### src/rtl/core/bwbc_pkg.sv
// ----------------------------------------------------------------------------
// bwbc_pkg
// Types and constants shared by the burst coalescer front end, queue and
// back end.
// ----------------------------------------------------------------------------
package bwbc_pkg;

   localparam int MAX_BURST = 16;
   localparam int BURST_AW  = (MAX_BURST > 1) ? $clog2(MAX_BURST) : 1;
   localparam int BURST_CW  = $clog2(MAX_BURST + 1);

   localparam int QUEUE_DEPTH = 4;
   localparam int QUEUE_AW    = $clog2(QUEUE_DEPTH);
   localparam int QUEUE_CW    = $clog2(QUEUE_DEPTH + 1);

   localparam int IDX_W  = 30;
   localparam int ADDR_W = 32;
   localparam int WORD_W = 32;
   localparam int BYTE_W = 8;

   localparam logic FUNC_WRITE = 1'b0;
   localparam logic FUNC_END   = 1'b1;

   // One closed word on its way to the burst buffer.
   typedef struct packed {
      logic [IDX_W-1:0]  idx;
      logic [WORD_W-1:0] data;
      logic              flush;   // emit the burst after appending this word
   } word_entry_type;

endpackage

### src/rtl/core/bwbc_front.sv
// ----------------------------------------------------------------------------
// bwbc_front
// Merges byte writes into the pending word and closes it into the queue
// when a byte lands in another word or the stream ends.
// ----------------------------------------------------------------------------
module bwbc_front (
   input  logic                       clock,
   input  logic                       reset,
   input  logic                       req_valid,
   output logic                       req_ready,
   input  logic                       req_func,
   input  logic [31:0]                req_byte_addr,
   input  logic [7:0]                 req_byte_data,
   output logic                       push_valid,
   input  logic                       push_ready,
   output bwbc_pkg::word_entry_type   push_data
);
   import bwbc_pkg::*;

   logic              pend_valid_ff, pend_valid_in;
   logic [IDX_W-1:0]  pend_idx_ff, pend_idx_in;
   logic [WORD_W-1:0] pend_word_ff, pend_word_in;

   logic              accept;
   logic [IDX_W-1:0]  req_idx;
   logic [4:0]        lane_base;
   logic              contiguous;

   assign req_ready  = push_ready;
   assign accept     = req_valid && req_ready;
   assign req_idx    = req_byte_addr[ADDR_W-1:2];
   assign lane_base  = {~req_byte_addr[1:0], 3'b000};
   assign contiguous = ((pend_idx_ff + IDX_W'(1)) == req_idx);

   // Classify the transfer and decide whether the pending word closes
   always_comb begin
      pend_valid_in   = pend_valid_ff;
      pend_idx_in     = pend_idx_ff;
      pend_word_in    = pend_word_ff;
      push_valid      = 1'b0;
      push_data.idx   = pend_idx_ff;
      push_data.data  = pend_word_ff;
      push_data.flush = 1'b0;
      if (accept) begin
         if (req_func == FUNC_END) begin
            if (pend_valid_ff) begin
               push_valid      = 1'b1;
               push_data.flush = 1'b1;
               pend_valid_in   = 1'b0;
            end
         end else if (pend_valid_ff && (req_idx == pend_idx_ff)) begin
            pend_word_in[lane_base +: BYTE_W] = req_byte_data;
         end else begin
            if (pend_valid_ff) begin
               push_valid      = 1'b1;
               push_data.flush = !contiguous;
            end
            pend_valid_in                     = 1'b1;
            pend_idx_in                       = req_idx;
            pend_word_in                      = '0;
            pend_word_in[lane_base +: BYTE_W] = req_byte_data;
         end
      end
   end

   // Hold the pending word
   always_ff @(posedge clock) begin
      if (reset) begin
         pend_valid_ff <= 1'b0;
      end else begin
         pend_valid_ff <= pend_valid_in;
      end
      pend_idx_ff  <= pend_idx_in;
      pend_word_ff <= pend_word_in;
   end

endmodule

### src/rtl/core/bwbc_fifo.sv
// ----------------------------------------------------------------------------
// bwbc_fifo
// Short queue of closed words between the front end and the back end.
// ----------------------------------------------------------------------------
module bwbc_fifo (
   input  logic                       clock,
   input  logic                       reset,
   input  logic                       push_valid,
   output logic                       push_ready,
   input  bwbc_pkg::word_entry_type   push_data,
   output logic                       pop_valid,
   input  logic                       pop_ready,
   output bwbc_pkg::word_entry_type   pop_data
);
   import bwbc_pkg::*;

   word_entry_type       slots_ff [QUEUE_DEPTH];
   logic [QUEUE_AW-1:0]  wr_ptr_ff, wr_ptr_in;
   logic [QUEUE_AW-1:0]  rd_ptr_ff, rd_ptr_in;
   logic [QUEUE_CW-1:0]  count_ff, count_in;
   logic                 do_push, do_pop;

   assign push_ready = (count_ff != QUEUE_CW'(QUEUE_DEPTH));
   assign pop_valid  = (count_ff != '0);
   assign pop_data   = slots_ff[rd_ptr_ff];
   assign do_push    = push_valid && push_ready;
   assign do_pop     = pop_valid && pop_ready;

   // Advance pointers and occupancy
   always_comb begin
      wr_ptr_in = do_push ? QUEUE_AW'(wr_ptr_ff + 1'b1) : wr_ptr_ff;
      rd_ptr_in = do_pop  ? QUEUE_AW'(rd_ptr_ff + 1'b1) : rd_ptr_ff;
      count_in  = count_ff;
      if (do_push && !do_pop) begin
         count_in = count_ff + 1'b1;
      end else if (do_pop && !do_push) begin
         count_in = count_ff - 1'b1;
      end
   end

   always_ff @(posedge clock) begin
      if (reset) begin
         wr_ptr_ff <= '0;
         rd_ptr_ff <= '0;
         count_ff  <= '0;
      end else begin
         wr_ptr_ff <= wr_ptr_in;
         rd_ptr_ff <= rd_ptr_in;
         count_ff  <= count_in;
      end
      if (do_push) begin
         slots_ff[wr_ptr_ff] <= push_data;
      end
   end

endmodule

### src/rtl/core/bwbc_back.sv
// ----------------------------------------------------------------------------
// bwbc_back
// Collects closed words into the burst buffer and plays each burst out as
// address/data transfers with first and last marks.
// ----------------------------------------------------------------------------
module bwbc_back (
   input  logic                       clock,
   input  logic                       reset,
   input  logic                       pop_valid,
   output logic                       pop_ready,
   input  bwbc_pkg::word_entry_type   pop_data,
   output logic                       rsp_valid,
   input  logic                       rsp_ready,
   output logic [31:0]                rsp_word_addr,
   output logic [31:0]                rsp_word_data,
   output logic                       rsp_burst_first,
   output logic                       rsp_burst_last
);
   import bwbc_pkg::*;

   typedef enum logic {
      ST_FILL,
      ST_EMIT
   } state_type;

   logic [WORD_W-1:0]   burst_mem [MAX_BURST];

   state_type           state_ff;
   logic [BURST_CW-1:0] count_ff;
   logic [BURST_CW-1:0] emit_k_ff;
   logic [IDX_W-1:0]    base_ff;
   logic                rsp_valid_ff;
   logic [ADDR_W-1:0]   rsp_addr_ff;
   logic [WORD_W-1:0]   rsp_data_ff;
   logic                rsp_first_ff;
   logic                rsp_last_ff;

   logic                do_pop;
   logic                load_out;
   logic [BURST_CW-1:0] count_next;
   logic                emit_last;

   assign pop_ready  = (state_ff == ST_FILL);
   assign do_pop     = pop_valid && pop_ready;
   assign load_out   = (state_ff == ST_EMIT) && (!rsp_valid_ff || rsp_ready);
   assign count_next = count_ff + 1'b1;
   assign emit_last  = (BURST_CW'(emit_k_ff + 1'b1) == count_ff);

   assign rsp_valid       = rsp_valid_ff;
   assign rsp_word_addr   = rsp_addr_ff;
   assign rsp_word_data   = rsp_data_ff;
   assign rsp_burst_first = rsp_first_ff;
   assign rsp_burst_last  = rsp_last_ff;

   // Burst buffer: write on append, registered read into the output stage
   always_ff @(posedge clock) begin
      if (do_pop) begin
         burst_mem[count_ff[BURST_AW-1:0]] <= pop_data.data;
      end
      if (load_out) begin
         rsp_data_ff <= burst_mem[emit_k_ff[BURST_AW-1:0]];
      end
   end

   // Append words, then play the burst out one transfer at a time
   always_ff @(posedge clock) begin
      if (reset) begin
         state_ff     <= ST_FILL;
         count_ff     <= '0;
         emit_k_ff    <= '0;
         rsp_valid_ff <= 1'b0;
      end else begin
         case (state_ff)
            ST_FILL: begin
               if (rsp_ready) begin
                  rsp_valid_ff <= 1'b0;
               end
               if (do_pop) begin
                  if (count_ff == '0) begin
                     base_ff <= pop_data.idx;
                  end
                  count_ff  <= count_next;
                  emit_k_ff <= '0;
                  if (pop_data.flush || (count_next == BURST_CW'(MAX_BURST))) begin
                     state_ff <= ST_EMIT;
                  end
               end
            end
            ST_EMIT: begin
               if (load_out) begin
                  rsp_valid_ff <= 1'b1;
                  rsp_addr_ff  <= {base_ff + IDX_W'(emit_k_ff), 2'b00};
                  rsp_first_ff <= (emit_k_ff == '0);
                  rsp_last_ff  <= emit_last;
                  emit_k_ff    <= emit_k_ff + 1'b1;
                  if (emit_last) begin
                     count_ff <= '0;
                     state_ff <= ST_FILL;
                  end
               end
            end
            default: begin
               state_ff <= ST_FILL;
            end
         endcase
      end
   end

endmodule

### src/rtl/core/byte_write_burst_coalescer.sv
// Byte write burst coalescer. Each byte write is accepted while the internal
// word queue (four entries) has room; bytes of one word merge in place and cost
// nothing downstream. The back end appends one closed word per cycle while it
// is filling and, when a burst closes (gap in addresses, sixteen words, or end
// of stream), plays it out from the burst buffer at one transfer per cycle
// while the receiver is ready. During that playout the queue fills and the
// input stalls once it holds four closed words; the back end appends nothing
// while it plays a burst out, so the queue depth sets how much input rides
// through a playout.
// ----------------------------------------------------------------------------
// byte_write_burst_coalescer
// Top level: front end merge, word queue, and burst buffer with playout.
// ----------------------------------------------------------------------------
module byte_write_burst_coalescer (
   input  logic        clock,
   input  logic        reset,
   input  logic        req_valid,
   output logic        req_ready,
   input  logic        req_func,
   input  logic [31:0] req_byte_addr,
   input  logic [7:0]  req_byte_data,
   output logic        rsp_valid,
   input  logic        rsp_ready,
   output logic [31:0] rsp_word_addr,
   output logic [31:0] rsp_word_data,
   output logic        rsp_burst_first,
   output logic        rsp_burst_last
);
   import bwbc_pkg::*;

   logic           push_valid, push_ready;
   word_entry_type push_data;
   logic           pop_valid, pop_ready;
   word_entry_type pop_data;

   bwbc_front u_front (
      .clock         (clock),
      .reset         (reset),
      .req_valid     (req_valid),
      .req_ready     (req_ready),
      .req_func      (req_func),
      .req_byte_addr (req_byte_addr),
      .req_byte_data (req_byte_data),
      .push_valid    (push_valid),
      .push_ready    (push_ready),
      .push_data     (push_data)
   );

   bwbc_fifo u_fifo (
      .clock      (clock),
      .reset      (reset),
      .push_valid (push_valid),
      .push_ready (push_ready),
      .push_data  (push_data),
      .pop_valid  (pop_valid),
      .pop_ready  (pop_ready),
      .pop_data   (pop_data)
   );

   bwbc_back u_back (
      .clock           (clock),
      .reset           (reset),
      .pop_valid       (pop_valid),
      .pop_ready       (pop_ready),
      .pop_data        (pop_data),
      .rsp_valid       (rsp_valid),
      .rsp_ready       (rsp_ready),
      .rsp_word_addr   (rsp_word_addr),
      .rsp_word_data   (rsp_word_data),
      .rsp_burst_first (rsp_burst_first),
      .rsp_burst_last  (rsp_burst_last)
   );

endmodule

### config.mk
export PLATFORM = sky130hd
export DESIGN_NAME = byte_write_burst_coalescer
export DESIGN_NICKNAME = d
export VERILOG_FILES = /design/src/rtl/core/bwbc_pkg.sv /design/src/rtl/core/bwbc_front.sv /design/src/rtl/core/bwbc_fifo.sv /design/src/rtl/core/bwbc_back.sv /design/src/rtl/core/byte_write_burst_coalescer.sv
export SDC_FILE = /design/constraint.sdc
export NUM_CORES = 1
export LEC_CHECK = 0
export BUFFER_PORTS_ARGS = -buffer_cell sky130_fd_sc_hd__buf_4
export CORE_UTILIZATION = 50
export DETAILED_ROUTE_END_ITERATION = 16
export PLACE_DENSITY = 0.65
export SLEW_MARGIN = 20
export SYNTH_ARGS = -nofsm -noshare
export SYNTH_HDL_FRONTEND = slang
export SYNTH_SLANG_ARGS = --single-unit
export TNS_END_PERCENT = 100
### constraint.sdc
create_clock -name clock -period 8.25 [get_ports clock]
set_input_delay 1.2375 -clock clock [delete_from_list [all_inputs] [get_ports clock]]
set_output_delay 1.2375 -clock clock [all_outputs]
set_load 0.01 [all_outputs]
; Word level (Yosys, flattened, before mapping)
; Memories as Yosys holds them, arrays and structs flattened. A register that Yosys moved wholly into a read port is not among the register bits.
; Cells that the tools add are included.
[word_totals]
reg_bits = 144
mem_bits_rw = 764
in_bits = 45
memories = 2
[mem_list]
columns = name, words, width, rd, rd_clocked_by_memory_dff, write_ports, line
row1 = u_back.burst_mem, 16, 32, 1, 1, 1, bwbc_back.sv:26  ; logic [WORD_W-1:0] burst_mem [MAX_BURST];
row2 = u_fifo.slots_ff, 4, 63, 1, 1, 1, bwbc_fifo.sv:17  ; word_entry_type slots_ff [QUEUE_DEPTH];
[op_classes]
add_sub_neg = 9
n_eq_ne = 10
n_shift = 2
mux = 35
bitwise = 6
reduce_logical = 25
[op_table]
columns = op, count
row1 = $eq A30 B30 Y1, 2
row2 = $and A32 B32 Y32, 1
row3 = $bwmux W32, 1
row4 = $mux W32, 1
row5 = $shift A8 B7 Y32 const A, 1
row6 = $shiftx A8 B7 Y32, 1
row7 = $add A30 B1 Y30 const B, 1
row8 = $add A30 B5 Y30, 1
row9 = $mux W5, 5
row10 = $mux W1, 20
row11 = $pmux W5 S2, 2
row12 = $add A5 B1 Y5 const B, 2
row13 = $logic_not A5 Y1, 2
row14 = $ne A2 B2 Y1 const B, 5
row15 = $reduce_and A3 Y1, 3
row16 = $reduce_and A2 Y1, 4
row17 = $logic_and A1 B1 Y1, 7
row18 = $neg A5 Y7, 1
row19 = $mux W3, 2
row20 = $eq A5 B5 Y1, 1
row21 = $eq A5 B5 Y1 const B, 1
row22 = $add A2 B1 Y2 const B, 2
row23 = $logic_not A1 Y1, 4
row24 = $mux W2, 2
row25 = 10 further kinds, 15

; Longest topological paths before layout
; Gate-level depths: netlist (run 1).
[logic_depth]
depth_word = 10
mapped_depth = 13
depth_no_buf = 11

; By module
; From an unflattened synthesis (run 1), not the netlist that was laid out.
[unflattened]
hier_cells = 1700
hier_area_um2 = 36767.8
[by_module_without_submodules]
columns = module, n_inst, cells_each, area_per_inst_um2, seq_area_each_um2
row1 = bwbc_back, 1, 1027, 23606.4, 18437.7
row2 = bwbc_fifo, 1, 377, 9628.0, 7747.4
row3 = bwbc_front, 1, 296, 3533.4, 1881.8

; Worst setup path after synthesis (run 1)
; OpenSTA, ideal clock, no wires.
[synth_path]
kind = reg-to-reg
start = register u_fifo.count_ff[0]
end = register u_back.base_ff[0], enable pin
t_arrival_ns = 5.624
slack_ns = 2.166
stages_incl_launch_ff = 7
n_path_buf = 1
cell_sequence = dfxtp_1 > nor3_1 > nor2_1 > buf_1 > nand2_1 > nor3_1 > nor3b_1
[synth_between]
elab_chain_len = 3
[synth_lines]
columns = element, line
row1 = from (decl), bwbc_fifo.sv:20  ; logic [QUEUE_CW-1:0] count_ff, count_in;
row2 = from (signal assigned), bwbc_fifo.sv:49  ; count_ff <= count_in;
row3 = $reduce_bool A3 Y1, bwbc_fifo.sv:24  ; assign pop_valid = (count_ff != '0);
row4 = $logic_and A1 B1 Y1, bwbc_back.sv:44  ; assign do_pop = pop_valid && pop_ready;
row5 = $reduce_and A4 Y1 (no source line), --
row6 = to (signal assigned), bwbc_back.sv:80  ; base_ff <= pop_data.idx;
row7 = to (decl), bwbc_back.sv:31  ; logic [IDX_W-1:0] base_ff;
; No other way between the ends.
; A chain may end at the register's enable or synchronous reset.

==> impl_results.md, run 1 <==
- Syn. warnings: 0
- Initial core utilization: 50.8%
- DR vias/cell: 5.85
- Vias: 16963
- Leak Pwr: 13.2 nW
- Met2 WL: 35700 um
- Area delta synth->final: 14.6%
- Type of origin of the critical path: flop
- Die area: 74000 um2
- Post-DP HPWL: 42500 um
- Die boundary width: 272 um
- TritonCTS clock tree: done
- Status: finished, final reports clean
- CTS Buffer Depth: 3
- Worst path max stage delay: 700 ps
- Largest family of logic cells by synthesized area: multiplexers
- Layout cells sized above 1: 28.6%
- Antenna diodes: 0
- Fin Clk Skew: 45.8 ps
- Worst slew pin tran: 1130 ps
- First-pass GRT wire length: 111000 um
- Min-delay src: u_front.pend_word_ff[29]
- R2r worst-path depth: 4
- Maxcap violations: 0
- Clk sinks: 942
- Antenna violations before repair: 1
- Number of DRC markers in iteration 0: 1451
- Met3 WL post-DR: 4930 um
- DR top layer: met5
- Final Max Slew Viols: 0
- Post-CTS Repair Setup Buffers: 0
- Post-synthesis area per instance: 21.5 um2
- Number of flops mapped to enable cells by yosys: 920
- Setup TNS: 0 ps
- IO Pins: 113
- GPL Wtd Cong: 0.836
- Compound-Gate Fraction of Synth Area: 1.24%
- Final ANT Viol Nets: 0
- Max VDD drop: 0.205 mV
- Routed wire length: 74700 um
- Metal-1 WL: 32400 um
- Tmin final: 3490 ps
- Adder-Cell Fraction of Synth Area: 0.899%
- Post-synthesis mux area share: 14.0%
- Buffers on Ports: 110
- Crit path required time: 8600 ps
- Crit path from: u_back.emit_k_ff[0]
- Final setup viols: 0
- Ys flop type: edfxtp_1
- F_max: 287 MHz
- DRC Markers: 0
- PostCTS Resize Cnt: 0
- GRT Resource Usage Total: 20.5%
- Crit share post-route: 42.3%
- Count of final hold-check violations: 0
- CP Class: reg -> reg
- Reg2Reg Launch Point: u_back.emit_k_ff[0]
- Max-slew headroom: 24.7%
- Worst setup EP type: flop
- Row count: 98
- Post-Synth Simple-Gate Area: 3.89%
- Slowest cell on crit path: buf_4
- PwrDens: 305 nW/um2
- Worst Setup EP: u_back.rsp_word_data[26]
- Yosys reg bits: 942
- Clk Latency, worst-skew pair: 670 ps
- Clock slew at reported path FFs: 60 ps
- Post-synthesis xor/xnor area fraction: 1.97%
- Largest net degree at the start of global routing: 73
- Vias in the first global route: 17495
- Mapped Cells: 1697
- Global route overflow: 0
- Hold Path Class: reg -> reg
- Commonest non-fill, non-tap cells in the layout: 920 x edfxtp_1, 223 x mux4_2, 144 x buf_4, 94 x clkbuf_16, 52 x xnor2_1
- Routed len/inst: 25.8 um
- CTS buffer count: 94
- Worst-path fanout max: 38
- Sequential area share after synthesis: 76.9%
- Post-synth ARST share: 0%
- R2R Path End: u_back.rsp_word_data[26]
- Vert. Die Dim: 272 um
- Hold buffers post-CTS: 0
- Final Power: 12.8 mW
- RSZ-0062 raised after global routing: false
- Yosys cell types: 67
- Reg-to-reg slack, setup: 4760 ps
- Leading cell type in the layout, fill and taps excluded: edfxtp_1
- TritonRoute pass-1 iters: 6
- Nets: 1940
- Clk Tree Root Cell: clkbuf_16
- CP arrival: 3840 ps
- Worst path cell trace: buf_4 > buf_4 > mux4_2 > mux4_2
- CTS H-tree lvls: 3
- Placeable Area: 71900 um2
- Post-synthesis cell area: 36500 um2
==> power breakdown <==
part / internal (mW) / switching (mW)
clock: 2.56 / 1.81
combinational: 0.898 / 1.23
sequential: 6.04 / 0.235
==> kinds of logic after synthesis <==
logic type	Yosys count
AO/OA/AOI/OAI	69
XOR/XNOR	81
flip-flops	942
multiplexers	231
other	1
AND/OR/NAND/NOR	254
adder cells (fa/ha/maj)	25
buffers and inverters	94
==> routing by layer <==
metal	global-route usage (%)	vias up
li1	-	7343
met2	32.5	567
met1	29.5	8926
met5	0	-
met4	6.27	2
met3	3.30	125
==> flip-flops by register name, summed over array words and instances (netlist names), named ones only <==
register,flops
u_fifo.slots_ff,252
u_fifo.wr_ptr_ff,2
u_back.rsp_valid,1
u_back.count_ff,5
u_back.emit_k_ff,5
u_back.base_ff,30
u_front.pend_idx_ff,30
u_back.burst_mem,512
u_back.rsp_word_data,32
u_fifo.rd_ptr_ff,2
u_back.state_ff,1
u_back.rsp_burst_last,1
u_back.rsp_burst_first,1
u_front.pend_valid_ff,1
u_fifo.count_ff,3
u_front.pend_word_ff,32
u_back.rsp_word_addr,30
==> per-stage QoR <==
step / instance area, um2 / std cells / util [%] / setup slack (ps) / hold slack (ps)
CTS: 41800 / 2898 / 58.2 / 4620 / 498
floorplan: 36500 / 1698 / - / 2170 / 459
detailed placement: 38600 / 2724 / 53.7 / 4300 / 485
global placement: 38600 / 2724 / 53.7 / 4280 / 470
global route: 41800 / 2898 / 58.2 / 4420 / 513
finish: 41800 / 2898 / 58.2 / 4760 / 496
==> critical path: cells and delay by family, from the launching register on <==
| family | cells | cell delay (ps) |
|---|---|---|
| flops | 1 | 670 |
| mux | 2 | 1090 |
| buf+inv | 2 | 1380 |
==> worst min path at each step <==
stage | end | slack, ps | cells past startpoint
global route | u_fifo.slots_ff[2][30] | 510 | 0
finish | u_fifo.slots_ff[0][30] | 500 | 0
global placement | u_fifo.slots_ff[2][31] | 470 | 0
CTS | u_fifo.slots_ff[2][15] | 500 | 0
floorplan | u_fifo.slots_ff[0][10] | 460 | 0
detailed placement | u_fifo.slots_ff[1][4] | 480 | 0
==> area by class of cell <==
cell class,count,area [um2]
fill,5191,30000
tap,950,1190
clock buffer,111,2420
sequential,942,28100
timing repair buffer,144,1080
clock inverter,63,798
multi-input combinational,662,8160
inverter,26,97.6
==> synthesized netlist by cell type (3+ instances only) <==
| library cell | number | share of area [%] |
|---|---|---|
| or3_2 | 4 | 0.082 |
| a31oi_1 | 9 | 0.15 |
| dfxtp_1 | 22 | 1.2 |
| a21o_1 | 6 | 0.12 |
| nand3_1 | 18 | 0.25 |
| nor2b_1 | 4 | 0.069 |
| xnor2_1 | 52 | 1.2 |
| o21ai_0 | 9 | 0.12 |
| buf_4 | 4 | 0.082 |
| mux2i_1 | 8 | 0.22 |
| nor4_1 | 6 | 0.10 |
| a211oi_1 | 5 | 0.10 |
| nand2_1 | 44 | 0.45 |
| clkbuf_1 | 34 | 0.35 |
| a21oi_1 | 22 | 0.30 |
| buf_2 | 13 | 0.18 |
| and2_1 | 38 | 0.65 |
| nor4b_1 | 4 | 0.096 |
| buf_1 | 16 | 0.16 |
| and3_1 | 13 | 0.22 |
| edfxtp_1 | 920 | 76 |
| nor2_1 | 55 | 0.57 |
| ha_1 | 23 | 0.79 |
| nand2b_1 | 7 | 0.12 |
| inv_1 | 25 | 0.26 |
| nand4_1 | 22 | 0.38 |
| xor2_1 | 28 | 0.67 |
| mux4_2 | 223 | 14 |
| nor3b_1 | 3 | 0.062 |
| nor3_1 | 15 | 0.21 |
| o211ai_1 | 3 | 0.062 |
No activity file was read; power rests on OpenSTA's default activity.
==> inputs of run 2 (changes only) <==
==> constraint.sdc (replaced) <==
create_clock -name clock -period 3.3 [get_ports clock]
set_input_delay 0.495 -clock clock [delete_from_list [all_inputs] [get_ports clock]]
set_output_delay 0.495 -clock clock [all_outputs]
set_load 0.01 [all_outputs]
==> run 2 against run 1 <==
Effect of this change: largest power group unchanged; largest cell class unchanged; cell area rose by 0.48%; critical endpoint is now u_fifo.slots_ff[2][0]; combinational power rose to 2.6 times the previous value; via count rose by 0.43%; utilization rose by 0.28 points; register-to-register slack got worse by 4600 ps; clock-buffer cell count rose by 1; worst setup slack got worse by 4600 ps.
==> impl_results.md, run 2 (same netlist as run 1, synthesis figures left out) <==
- PostCTS Resize Cnt: 0 (unchanged)
- Worst setup EP type: flop
- Final setup viols: 0 (unchanged)
- Crit share post-route: 93.9% (+52 points)
- Count of final hold-check violations: 0 (unchanged)
- Vias: 17036 (+0.43%)
- Placeable Area: 71900 um2 (unchanged)
- Fill count: 5275 (+1.6%)
- Routed len/inst: 25.9 um (+0.36%)
- Vert. Die Dim: 272 um (unchanged)
- Routed wire length: 75700 um (+1.3%)
- Global route overflow: 0 (unchanged)
- Fin Clk Skew: 56.2 ps (+10.4 ps)
- Row count: 98 (unchanged)
- Antenna violations before repair: 2 (+1)
- Initial core utilization: 50.8% (unchanged)
- Hold EP: u_front.pend_idx_ff[0]
- Clk Latency, worst-skew pair: 670 ps (about the same)
- Hold Path Class: in -> reg
- Final ANT Viol Nets: 0 (unchanged)
- Nets: 1967 (+1.4%)
- Largest net degree at the start of global routing: 131 (+79%)
- Area delta synth->final: 15.2%
- GPL Wtd Cong: 0.889 (+6.3%)
- Worst-path fanout max: 9 (-76%)
- Setup TNS: 0 ps (unchanged)
- TritonRoute pass-1 iters: 5 (-1)
- Max VDD drop: 0.491 mV (+140%)
- Post-DP HPWL: 44000 um (+3.5%)
- Leak Pwr: 13.2 nW (+0.53%)
- Antenna diodes: 0 (unchanged)
- Post-CTS Repair Setup Buffers: 0 (unchanged)
- IO Pins: 113 (unchanged)
- Number of DRC markers in iteration 0: 1705 (+18%)
- RSZ-0062 raised after global routing: false
- Vias in the first global route: 17870 (+2.1%)
- PwrDens: 751 nW/um2 (+150%)
- Die area: 74000 um2 (unchanged)
- CTS H-tree lvls: 3 (unchanged)
- Die boundary width: 272 um (unchanged)
- Crit path required time: 3620 ps (-4980 ps)
- Clk sinks: 942 (unchanged)
- CP Class: reg -> reg
- DR vias/cell: 5.82 (-0.53%)
- GRT Resource Usage Total: 20.8% (+0.37 points)
- F_max: 323 MHz (+13%)
- Clk Tree Root Cell: clkbuf_16
- Buffers on Ports: 110 (unchanged)
- Clock slew at reported path FFs: 60 ps (about the same)
- R2r worst-path depth: 8 (+4)
- Min-delay src: req_byte_addr[2]
- DRC Markers: 0 (unchanged)
- Reg2Reg Launch Point: u_front.pend_idx_ff[0]
- CTS Buffer Depth: 3 (unchanged)
- Worst slew pin tran: 896 ps (-234 ps)
- Worst hold slack: 31.9 ps (-464 ps)
- CP arrival: 3420 ps (-420 ps)
- Layout cells sized above 1: 29.5% (+0.86 points)
- First-pass GRT wire length: 113000 um (+2.6%)
- Reg-to-reg slack, setup: 200 ps (-4560 ps)
- Maxcap violations: 0 (unchanged)
- Hold depth: 1 (+1)
- CTS buffer count: 93 (-1.1%)
- Commonest non-fill, non-tap cells in the layout: 920 x edfxtp_1, 223 x mux4_2, 157 x buf_4, 94 x clkbuf_16, 52 x xnor2_1
- Final Max Slew Viols: 0 (unchanged)
- Leading cell type in the layout, fill and taps excluded: edfxtp_1
- R2R Path End: u_fifo.slots_ff[2][0]
- Type of origin of the critical path: flop
- Tmin final: 3100 ps (-388 ps)
- Largest register FFs: 512 (unchanged)
- Status: finished, final reports clean
- Max-slew headroom: 39.4% (+15 points)
- TritonCTS clock tree: done
## run 2: cell count changes in the layout (fill, tap and decap cells not counted), sizes merged
cell,previous run,this run
buf,144,168
inv,30,27
bufinv,14,7
clkbuf,111,112
dlygate4sd3,0,4
clkinvlp,5,7
clkinv,40,47
## run 2: layout make-up
cell class              count  area, um2  area share (%)
flip-flops and latches    942      28100            66.8
repair buffers            172       1440            3.42
inverters                  26       97.6           0.232
well taps                 950       1190            2.83
clock buffers             112       2430            5.78
multi-input cells         662       8190            19.5
clock inverters            62        594            1.41
## run 2: through the flow
step	cells	total power [mW]	cell area (um2)	setup slack, ps	util (%)
after global placement	2748	21.3	39000	318	54.2
after CTS	2926	31.8	42000	268	58.5
after floorplan	1698	19.3	36500	12.9	-
after global routing	2926	32.7	42000	61.5	58.5
final	2926	31.5	42000	202	58.5
after detailed placement	2748	21.5	39000	256	54.2
## run 2: how the worst max path moves through the flow
stage          cells past startpoint                    end  slack (ps)                   start
3_3_place_gp                      12     u_fifo.count_ff[2]         320       req_byte_addr[31]
6_report                           8  u_fifo.slots_ff[2][0]         200  u_front.pend_idx_ff[0]
4_1_cts                            8  u_fifo.slots_ff[2][0]         270  u_front.pend_idx_ff[0]
5_1_grt                           11     u_fifo.count_ff[2]          60  u_front.pend_idx_ff[4]
2_1_floorplan                      6      u_back.base_ff[0]          10      u_fifo.count_ff[0]
3_5_place_dp                      12     u_fifo.count_ff[2]         260       req_byte_addr[23]
## run 2: what timing repair did
action,CTS,global route
endpoints found under the hold margin,4,0
hold buffers,4,0
setup endpoints to repair,0,0
## run 2: routing by layer
| layer | share of wire, % | vias to the layer above | GRT usage, % | routed length (um) |
|---|---|---|---|---|
| li1 | - | 7391 | - | - |
| met4 | 1.9 | 0 | 5.66 | 1420 |
| met1 | 43 | 8961 | 29.5 | 32600 |
| met5 | 0 | - | 0 | 0 |
| met2 | 49 | 582 | 33.8 | 37100 |
| met3 | 6.0 | 102 | 3.50 | 4570 |
## run 2: power by group
part | switching [mW] | internal, mW | leakage (nW) | total, mW
logic | 3.19 | 2.34 | 3.24 | 5.53
registers | 0.552 | 15.1 | 8.54 | 15.6
clock network | 4.50 | 5.86 | 1.46 | 10.4
total | 8.24 | 23.3 | 13.2 | 31.5
## run 2: critical path, cell delays in order (launching register included)
cell and delay, ps:
edfxtp_1 590, ha_1 310, nand2_2 160, nor3_4 370
and4_2 270, o221ai_1 140, or4_4 510, nor4_2 140
a31oi_1 260
